## src/hw/rtl/svm_pkg.sv

```systemverilog
// Shared types and constants of the sample playback voice mixer.
package svm_pkg;

	localparam logic [1:0] CMD_LOAD = 2'd0;
	localparam logic [1:0] CMD_NOTE = 2'd1;
	localparam logic [1:0] CMD_TICK = 2'd2;

	localparam int MEM_AW    = 12;
	localparam int FRAC_BITS = 12;
	localparam int MIX_BIAS  = 512;
	localparam int MIX_MAX   = 1023;

	localparam logic [15:0] POS_IDLE   = 16'hffff;
	localparam logic [7:0]  LAST_CLAIM = 8'hff;

	typedef enum logic [2:0] {
		ST_IDLE,
		ST_SCAN,
		ST_CLAIM,
		ST_FETCH,
		ST_APPLY
	} state_t;

	typedef struct packed {
		logic [14:0]       step;
		logic [15:0]       phase;
		logic [7:0]        last;
		logic signed [6:0] value;
		logic [15:0]       pos;
	} voice_t;

	typedef struct packed {
		logic busy;
		logic accept;
		logic scan;
		logic claim;
		logic apply;
		logic last;
	} ctrl_t;

endpackage

```

## src/hw/rtl/svm_voice_alu.sv

```systemverilog
// Shared voice datapath: phase advance, fetch decision, halving, mix accumulation and
// the position compare used when a voice is claimed.
module svm_voice_alu
	import svm_pkg::*;
#(
	parameter int SAMPLE_LEN = 4096,
	parameter int ACC_W      = 12
) (
	input  voice_t                   cur,
	input  logic [15:0]              best,
	input  logic [7:0]               rdata,
	input  logic signed [ACC_W-1:0]  acc_in,
	output voice_t                   nxt,
	output logic                     greater,
	output logic signed [ACC_W-1:0]  acc_out
);

	localparam logic [15:0] LEN = 16'(SAMPLE_LEN);

	logic [16:0]       sum;
	logic              active;
	logic              fetch;
	logic signed [7:0] sample;
	logic signed [7:0] rounded;
	logic signed [7:0] half;

	always_comb begin
		sum     = {1'b0, cur.phase} + {2'b0, cur.step};
		active  = cur.pos < LEN;
		fetch   = cur.last != {3'b0, sum[16:FRAC_BITS]};
		sample  = $signed(rdata);
		// Adding one to a negative value before the shift makes the halving truncate
		// toward zero.
		rounded = sample + $signed({7'b0, rdata[7]});
		half    = rounded >>> 1;

		nxt = cur;
		if (active) begin
			if (fetch) begin
				nxt.value = half[6:0];
				nxt.pos   = cur.pos + 16'd1;
			end
			nxt.phase = sum[15:0];
			nxt.last  = {4'b0, sum[15:FRAC_BITS]};
		end

		acc_out = acc_in + $signed({{(ACC_W-7){nxt.value[6]}}, nxt.value});
		greater = cur.pos > best;
	end

endmodule

```

## config.mk

```make
export PLATFORM = sky130hd
export DESIGN_NAME = svm_voice_alu
export DESIGN_NICKNAME = d
export VERILOG_FILES = /design/src/hw/rtl/svm_pkg.sv /design/src/hw/rtl/svm_voice_alu.sv
export SDC_FILE = /design/constraint.sdc
export NUM_CORES = 1
export LEC_CHECK = 0
export BUFFER_PORTS_ARGS = -buffer_cell sky130_fd_sc_hd__buf_2
export CORE_ASPECT_RATIO = 0.9
export CORE_MARGIN = 10
export CORE_UTILIZATION = 25
export DETAILED_ROUTE_END_ITERATION = 10
export SYNTH_ARGS = -nofsm -noshare
export SYNTH_HDL_FRONTEND = slang
export SYNTH_SLANG_ARGS = --single-unit
```

## constraint.sdc

```tcl
create_clock -name vclk -period 5.82
set_input_delay 0.582 -clock vclk [all_inputs]
set_output_delay 0.582 -clock vclk [all_outputs]
set_load 0.02 [all_outputs]
```

### Word-level counts from Yosys, hierarchy flattened

Cells that the tools add are included.

* register bits: 0
* bits of input ports: 98
* output and inout bits: 75
* logic and storage cells: 9

* add/sub/neg operators: 4
* order comparisons: 2
* equal/unequal tests: 1
* multiplexer cells: 2

Operators by type and width (count)
* two-way mux 47 bit: 1
* two-way mux 23 bit: 1
* adder 16 x 15 -> 17 bit: 1
* adder 16 x 1 -> 16 bit (second input constant): 1
* > comparator 16 bit: 1
* less-than comparator 16 x 13 -> 1 bit (second input constant): 1
* adder 12 x 7 -> 12 bit: 1
* adder 8 x 2 -> 8 bit: 1
* != test 8 x 5 -> 1 bit: 1

### Logic depth before layout (Yosys ltp)

Gate-level depths: netlist (run 1).

* word-level depth: 5
* depth in mapped cells: 23
* mapped depth without buffers: 22

### Worst setup path before layout (run 1)

OpenSTA, ideal clock, no wires.

* path kind: input port to output port
* start point: input port cur[31] in the netlist's numbering
* end point: output port acc_out[11]
* arrival time: 5339 ps
* required time: 5238 ps
* setup slack: -101 ps
* stages: 20
* path buffers: 1
* cells stage by stage: ha_1 -> fa_1 -> a211oi_1 -> o21a_1 -> nor3_1 -> a21o_1 -> a2111oi_0 -> a2111o_1 -> o31ai_4 -> buf_2 -> o21ai_0 -> ha_1 -> a21oi_1 -> nand2b_1 -> a21boi_0 -> o311a_1 -> o21a_1 -> o21a_1 -> o41a_1 -> xor3_1

RTL lines
* start: declaration: RTL line svm_voice_alu.sv:9 `input voice_t cur,`
* end: declaration: RTL line svm_voice_alu.sv:15 `output logic signed [ACC_W-1:0] acc_out`

### Worst setup path in the final report (run 1)

* start point: input port cur[31] in the netlist's numbering
* end point: output port acc_out[11]

* cells in the longest elaborated chain, start to end: 5

Ends and longest elaborated chain
* adder 16 x 15 -> 17 bit: RTL line svm_voice_alu.sv:28 `sum = {1'b0, cur.phase} + {2'b0, cur.step};`
* != test 8 x 5 -> 1 bit: RTL line svm_voice_alu.sv:30 `fetch = cur.last != {3'b0, sum[16:FRAC_BITS]};`
* two-way mux 23 bit: RTL line svm_voice_alu.sv:39 `if (fetch) begin`
* two-way mux 47 bit: RTL line svm_voice_alu.sv:38 `if (active) begin`
* adder 12 x 7 -> 12 bit: RTL line svm_voice_alu.sv:47 `acc_out = acc_in + $signed({{(ACC_W-7){nxt.value[6]}}, nxt.value});`

Every way passes these cells.

==> metrics, run 1 <==
Synthesis Warnings 0; GR Util All Layers 12.54%; Startpoint Class input port; vias per cell 4.719; IO Count ~170; grt ovf 0; Gate power share 100.0%; share of post-route cells with drive strength above 1 a little over two fifths; Switching Share between 50% and 60%; clock buf count 0; Slew headroom between 70 and 80%; Remaining DRCs 0; area added between synthesis and finish 52.58%; Total Wirelength 10110 um; final net count 708; leakage power 2.115 nW; drt initial violations roughly 120; Final Hold Viols 0; multi-input logic area 2382 um2; worst slew pin tran 0.3916 ns; PwrDens around 110 nW/um2; mean area per synthesized cell 6.831 um2; total power between 0.4 and 0.5 mW; setup TNS 0 ns; Crit. End Element output pin; dominant cells by area after synthesis ha_1 (22%), nand2_1 (6.9%), xnor2_1 (5.9%); Seq/Total Area, Yosys 0%; HPWL after DPL 9132 um; DR WL/cell 14.70 um; Clock power frac 0%; die height around 120 um; total number of vias 3247; n_diodes 0; top cell type's share of synthesized area 21.66%; Horiz. Die Dim between 100 and 150 um; max_cap viols 0; Finish-stage setup viols 0; Worst VDD drop around 0.000064 V; Crit Path Category in -> out; maximum fanout along the worst path 4; Syn Inst Count ~370; CP arrival approximately 5.2 ns; Worst EP required 5.24 ns; Final Critical Period 5.752 ns; FILL cells 1055; post-synthesis cell type count 51; starting density of the core 25.97%; Max Clock Freq 0.1739 GHz; Min-Delay Path Class in -> out; crit share post-route 98.83%; final number of max-transition violations 0; Synth area leader ha_1; Rows 34; core box area 9784 um2; vias in the first global route 3344; first-pass iteration count of the detailed router 4; Psw 0.2247 mW; GP Congestion 0.8635; initial antenna violation count 0; Final ANT Viol Nets 0; Seq pwr share 0%; internal power consumption 0.1860 mW; outcome finished, final reports clean; Synth Cell Area around 2500 um2; DP Worst Slack -0.1921 ns; final worst-path setup slack 0.06800 ns; flip-flop and latch area 0 um2; Die ar. 14600 um2; first-pass GRT wire length about 16000 um; RSZ-0062 raised after global routing yes; Port Buffers between 150 and 200; total number of sequential cells 0; Syn Nets 516; largest net degree at the start of global routing 34
cells in the mapped netlist (3+ instances only):
cell,instances
ha_1,44
nand2_1,47
o21ai_0,25
buf_4,15
o21a_1,12
inv_1,31
nor2_1,35
a21o_1,9
xor2_1,16
a211oi_1,3
a21oi_1,14
and2_1,5
nor2b_1,3
or3_1,3
mux2_2,4
xnor2_1,17
o21bai_1,3
nor4_1,4
nand2b_1,6
nand4_1,7
a21boi_0,5
nor3_1,10
nand3_1,11
clkbuf_1,8
metrics by stage:
stage / hold WS (ns) / util (%) / std cells / cell area (um2)
5_1_grt: 1.404 / 39.63 / 688 / 3877
6_report: 1.396 / 39.63 / 688 / 3877
3_3_place_gp: 1.406 / 37.97 / 684 / 3715
4_1_cts: 1.408 / 38.62 / 685 / 3779
2_1_floorplan: 1.277 / - / 372 / 2555
3_5_place_dp: 1.408 / 37.97 / 684 / 3715
routing by layer:
metal	up-vias	wire, um	share of wire [%]	track usage [%]
li1	1682	-	-	-
met1	1456	4634	46	16.06
met2	109	4859	48	22.88
met3	0	620	6.1	2.100
met4	0	0	0	0
met5	-	0	0	0
logic make-up (layout without fill, tap and decap cells):
group | count (synthesis) | count (layout) | synth area share [%]
AND/OR/NAND/NOR | 137 | 137 | 24.82
multiplexers | 5 | 5 | 2.363
adder cells (fa/ha/maj) | 46 | 46 | 23.24
buffers and inverters | 56 | 246 | 10.59
XOR/XNOR | 35 | 35 | 13.20
AO/OA/AOI/OAI | 93 | 93 | 25.80
critical path, cell delays in order:
cell and delay [ns]:
buf_8 0.10, ha_4 0.16, fa_2 0.35, a211oi_2 0.25, o21a_1 0.22, nor3_2 0.06, a21o_1 0.19, a2111o_1 0.46
o31ai_4 0.33, mux2_4 0.36, ha_4 0.21, a21o_1 0.19, a21oi_2 0.15, nand2b_4 0.15, a21boi_2 0.06, o311a_1 0.30
o21a_1 0.19, o21a_1 0.18, o41a_1 0.31, xor3_1 0.21, buf_6 0.15
path summary, 6_finish.rpt:
kind	cells after the start	slack [ns]	start	endpoint
max	21	0.07	cur[31]	acc_out[11]
min	2	1.40	cur[47]	nxt[47]
what timing repair did:
| item | CTS | global route |
|---|---|---|
| setup endpoints to repair | 2 | 4 |
| setup buffers | 1 | 3 |
| gates resized for setup | 16 | 17 |
| gates cloned | 0 | 0 |
| pin swaps | 6 | 7 |
| hold buffers | 0 | 0 |
power by group through the flow:
stage / registers, mW / clock network, mW / logic (mW)
finish: 0 / 0 / 0.411
detailed placement: 0 / 0 / 0.391
global placement: 0 / 0 / 0.387
floorplan: 0 / 0 / 0.245
global route: 0 / 0 / 0.454
CTS: 0 / 0 / 0.403
layout make-up:
class | count | share of cell area (%)
timing repair buffer | 215 | 31.49
tap | 126 | 4.066
multi-input combinational | 316 | 61.44
inverter | 31 | 3.001
layout by cell type, fill, tap and decap left out, drive strengths merged, types with 2 or more instances in the layout:
cell type	synthesis	routed
buf	17	215
nand2	47	47
ha	44	44
nor2	35	35
inv	31	31
o21ai	27	27
xnor2	17	17
xor2	16	16
a21oi	14	14
o21a	12	12
nand3	11	11
nor3	10	10
a21o	9	9
nand4	7	7
nand2b	6	6
and2	5	5
mux2	5	5
a21boi	5	5
nor4	4	4
a211oi	4	4
or3	3	3
o21bai	3	3
nor2b	3	3
o2111ai	2	2
and3	2	2
a31oi	2	2
o211ai	2	2
or4	2	2
o31a	2	2
o31ai	2	2
fa	2	2
Note: power is estimated with default switching activity, not from simulation.
==> run 2, diff against run 1 <==
clock period = 5.3 ns   (was 5.82 ns; I/O delays follow)
==> metrics, run 2 (synthesis gave the netlist of run 1 again) <==
total number of sequential cells 0; final number of max-transition violations 0; vias in the first global route 3618; DP Worst Slack -0.6532 ns; Worst EP required 4.77 ns; Total Wirelength 10520 um; CP Capture Point acc_out[11]; Final ANT Viol Nets 0; Crit Path Category in -> out; Worst VDD drop a little under 0.00009 V; HPWL after DPL 9153 um; Port Buffers 173; HP Start cur[47]; worst slew pin tran slightly below 1 ns; CP arrival 5.05 ns; drt initial violations 140; most common cell after layout, fill and taps aside buf_2; Final Hold Viols 0; area added between synthesis and finish 72.18%; failing checks negative setup slack; Startpoint Class input port; final net count 746; final worst-path setup slack -0.2846 ns; total number of vias 3443; max_cap viols 0; share of post-route cells with drive strength above 1 ~52%; vias per cell approximately 4.7; GP Congestion 0.8467; CP startpoint cur[47]; Slew headroom 35.35%; n_diodes 0; largest net degree at the start of global routing 34; Final Critical Period approximately 5.6 ns; outcome finished, violations left; die height 115.6 um; flip-flop and latch area 0 um2; PwrDens 121.2 nW/um2; maximum fanout along the worst path 4; leakage power 2.333 nW; clock buf count 0; Max Clock Freq 0.1791 GHz; first-pass GRT wire length 16560 um; crit share post-route 105.4%; DR WL/cell 14.48 um; core box area 9784 um2; fin cells 726; Finish-stage setup viols 2; first-pass iteration count of the detailed router 4; GR Util All Layers ~13%; hold_buf cts 0; Remaining DRCs 0; RSZ-0062 raised after global routing yes; Crit. End Element output pin; initial antenna violation count 0; Hold Path Stages 2; Min-Delay Path Class in -> out; Inst Count DP 702; grt ovf 0; Die ar. 14600 um2; Horiz. Die Dim 126.3 um; Rows 34; most frequent cells in the layout buf_2 (167), buf_4 (75), nand2_1 (46); starting density of the core between 20% and 30%; IO Count 173
==> run 2: cell count changes in the layout (fill, tap and decap cells not counted), sizes merged <==
cell | previous run | this run
buf | 215 | 253
==> run 2: where the power goes <==
| group | switching (mW) | leakage (nW) | internal (mW) |
|---|---|---|---|
| clock | 0 | 0 | 0 |
| sequential | 0 | 0 | 0 |
| combinational | 0.272 | 2.33 | 0.258 |
==> run 2: layout make-up <==
class                           count  area, um2
Fill cell                         999       5409
Multi-Input combinational cell    316       2575
Timing Repair Buffer              253       1526
Tap cell                          126      157.7
Inverter                           31      116.4
==> run 2: worst min-delay path by stage <==
stage	to	slack (ns)
after detailed placement	nxt[56]	1.30
after global routing	nxt[47]	1.30
after CTS	nxt[47]	1.30
after floorplan	nxt[47]	1.17
final	nxt[47]	1.29
after global placement	nxt[56]	1.30
==> run 2: layer usage <==
metal	track usage (%)	vias up	routed length, um
li1	-	1762	-
met1	15.08	1574	4509
met2	24.78	99	5327
met3	1.963	8	563
met4	0.8340	0	116
met5	0	-	0
==> run 2: critical path, stage by stage <==
cell	delay, ns
buf_8	0.10
ha_4	0.15
fa_2	0.34
a211oi_2	0.21
o21a_1	0.21
buf_6	0.13
nor3_4	0.04
o2111ai_2	0.18
a21boi_2	0.10
xor2_2	0.17
o31ai_4	0.38
mux2_4	0.36
ha_4	0.21
a21o_1	0.16
a21oi_2	0.15
nand2b_4	0.14
a21boi_2	0.05
o311a_1	0.30
o21a_1	0.19
o21a_1	0.18
o41a_1	0.37
xor3_2	0.23
buf_6	0.14
==> run 2: repair_timing <==
action / CTS / global route
resized for setup: 35 / 26
setup buffers: 16 / 8
setup endpoints to repair: 4 / 4
pin swaps: 29 / 13
==> run 2: per-stage QoR <==
step / power [mW] / TNS (ns) / utilization (%) / cell area (um2) / hold slack [ns]
after detailed placement: 0.4620 / -1.942 / 40.31 / 3944 / 1.302
after global routing: 0.5800 / -1.241 / 44.72 / 4375 / 1.296
after CTS: 0.5043 / -0.5601 / 42.98 / 4205 / 1.296
after floorplan: 0.2796 / -0.3062 / - / 2653 / 1.173
after global placement: 0.4537 / -1.470 / 40.31 / 3944 / 1.301
final: 0.5302 / -0.3057 / 44.72 / 4375 / 1.291
==> run 3, diff against run 2 <==
REMOVE_ABC_BUFFERS = 1   (was not set)
==> metrics, run 3 (synthesis gave the netlist of run 1 again) <==
final net count 738; drt initial violations 149; Worst VDD drop 0.00008016 V; maximum fanout along the worst path 4; share of post-route cells with drive strength above 1 49.83%; core box area 9784 um2; max_cap viols 0; GP Congestion ~0.9; Final Hold Viols 0; Max Clock Freq 0.1772 GHz; Inst Count DP approximately 700; Port Buffers 173; die height 115.6 um; vias per cell 4.691; most common cell after layout, fill and taps aside buf_2; wl on met1 4820 um; Final Critical Period 5.642 ns; Startpoint Class input port; final worst-path setup slack -0.3418 ns; Total Wirelength around 11000 um; total number of vias 3368; DR WL/cell about 15 um; outcome finished, violations left; area added between synthesis and finish 68.39%; Die ar. about 15000 um2; final number of max-transition violations 0; fin cells 718; multi-input logic area 2562 um2; most frequent cells in the layout buf_2 (166), buf_4 (74), nand2_1 (47); Worst EP required 4.77 ns; design area between 4000 and 5000 um2; failing checks negative setup slack; n_diodes 0; PwrDens ~120 nW/um2; total number of sequential cells 0; Horiz. Die Dim 126.3 um; IO Count 173; Rows 34; Crit Path Category in -> out; Final ANT Viol Nets 0; met3 routed WL between 600 and 700 um; Min-Delay Path Class in -> out; FILL cells 1016; Top Metal Used met4; grt ovf 0; first-pass iteration count of the detailed router 5; clock buf count 0; Remaining DRCs 0; Slew headroom 36.28%; GR Util All Layers 13.35%; worst slew pin tran 0.9557 ns; vias in the first global route 3579; largest net degree at the start of global routing 34; first-pass GRT wire length 17020 um; CP arrival 5.11 ns; starting density of the core roughly a quarter; initial antenna violation count 0; HPWL after DPL 9373 um; RSZ-0062 raised after global routing yes; Crit. End Element output pin; Finish-stage setup viols 3; leakage power 2.280 nW; crit share post-route 106.4%; DP Area 3839 um2; flip-flop and latch area 0 um2; metal2 WL 5489 um
==> run 3: timing repair <==
action / 4_1_cts / 5_1_grt
hold buffers: 0 / 0
gates resized for setup: 39 / 32
endpoints found under the setup margin: 6 / 5
setup buffers: 13 / 3
pin swaps: 11 / 6
==> run 3: cell type report <==
class	instances	area share (%)
inverters	31	2.719
multi-input cells	316	59.88
well taps	126	3.684
repair buffers	245	33.71
==> run 3: power by group <==
| part | switching [mW] | internal, mW |
|---|---|---|
| logic | 0.273 | 0.250 |
| clock network | 0 | 0 |
| registers | 0 | 0 |
| total | 0.273 | 0.250 |
==> run 3: critical path, stage by stage <==
cell       delay (ns)
buf_6            0.10
ha_4             0.24
a211oi_4         0.29
o2111ai_2        0.14
a31oi_1          0.20
o31a_2           0.19
xnor3_1          0.21
a2111o_1         0.43
o31ai_4          0.30
mux2_4           0.36
ha_4             0.21
a21o_1           0.18
a21oi_2          0.15
nand2b_4         0.14
a21boi_2         0.06
o311a_1          0.31
o21a_1           0.20
o21a_1           0.19
o41a_1           0.33
xor3_1           0.21
buf_6            0.15
==> run 3: layer usage <==
layer  global-route usage, %  vias up
met2                   25.23      121
met1                   16.34     1498
met4                  0.1516        0
met5                       0        -
met3                   2.283        2
li1                        -     1747
==> run 3: worst paths after layout <==
path	cells after the start	to	startpoint
hold / removal	2	nxt[55]	cur[55]
setup / recovery	21	acc_out[11]	cur[39]
==> run 3: through the flow <==
step | hold WS (ns) | TNS [ns] | power (mW) | util, % | setup slack, ns
5_1_grt | 1.302 | -1.265 | 0.5719 | 43.73 | -0.5064
2_1_floorplan | 1.060 | -2.667 | 0.2472 | - | -0.7476
6_report | 1.294 | -0.6546 | 0.5232 | 43.73 | -0.3418
4_1_cts | 1.296 | -0.7106 | 0.4927 | 41.80 | -0.3316
3_5_place_dp | 1.303 | -2.595 | 0.4491 | 39.23 | -0.7841
3_3_place_gp | 1.302 | -2.230 | 0.4443 | 39.23 | -0.6882
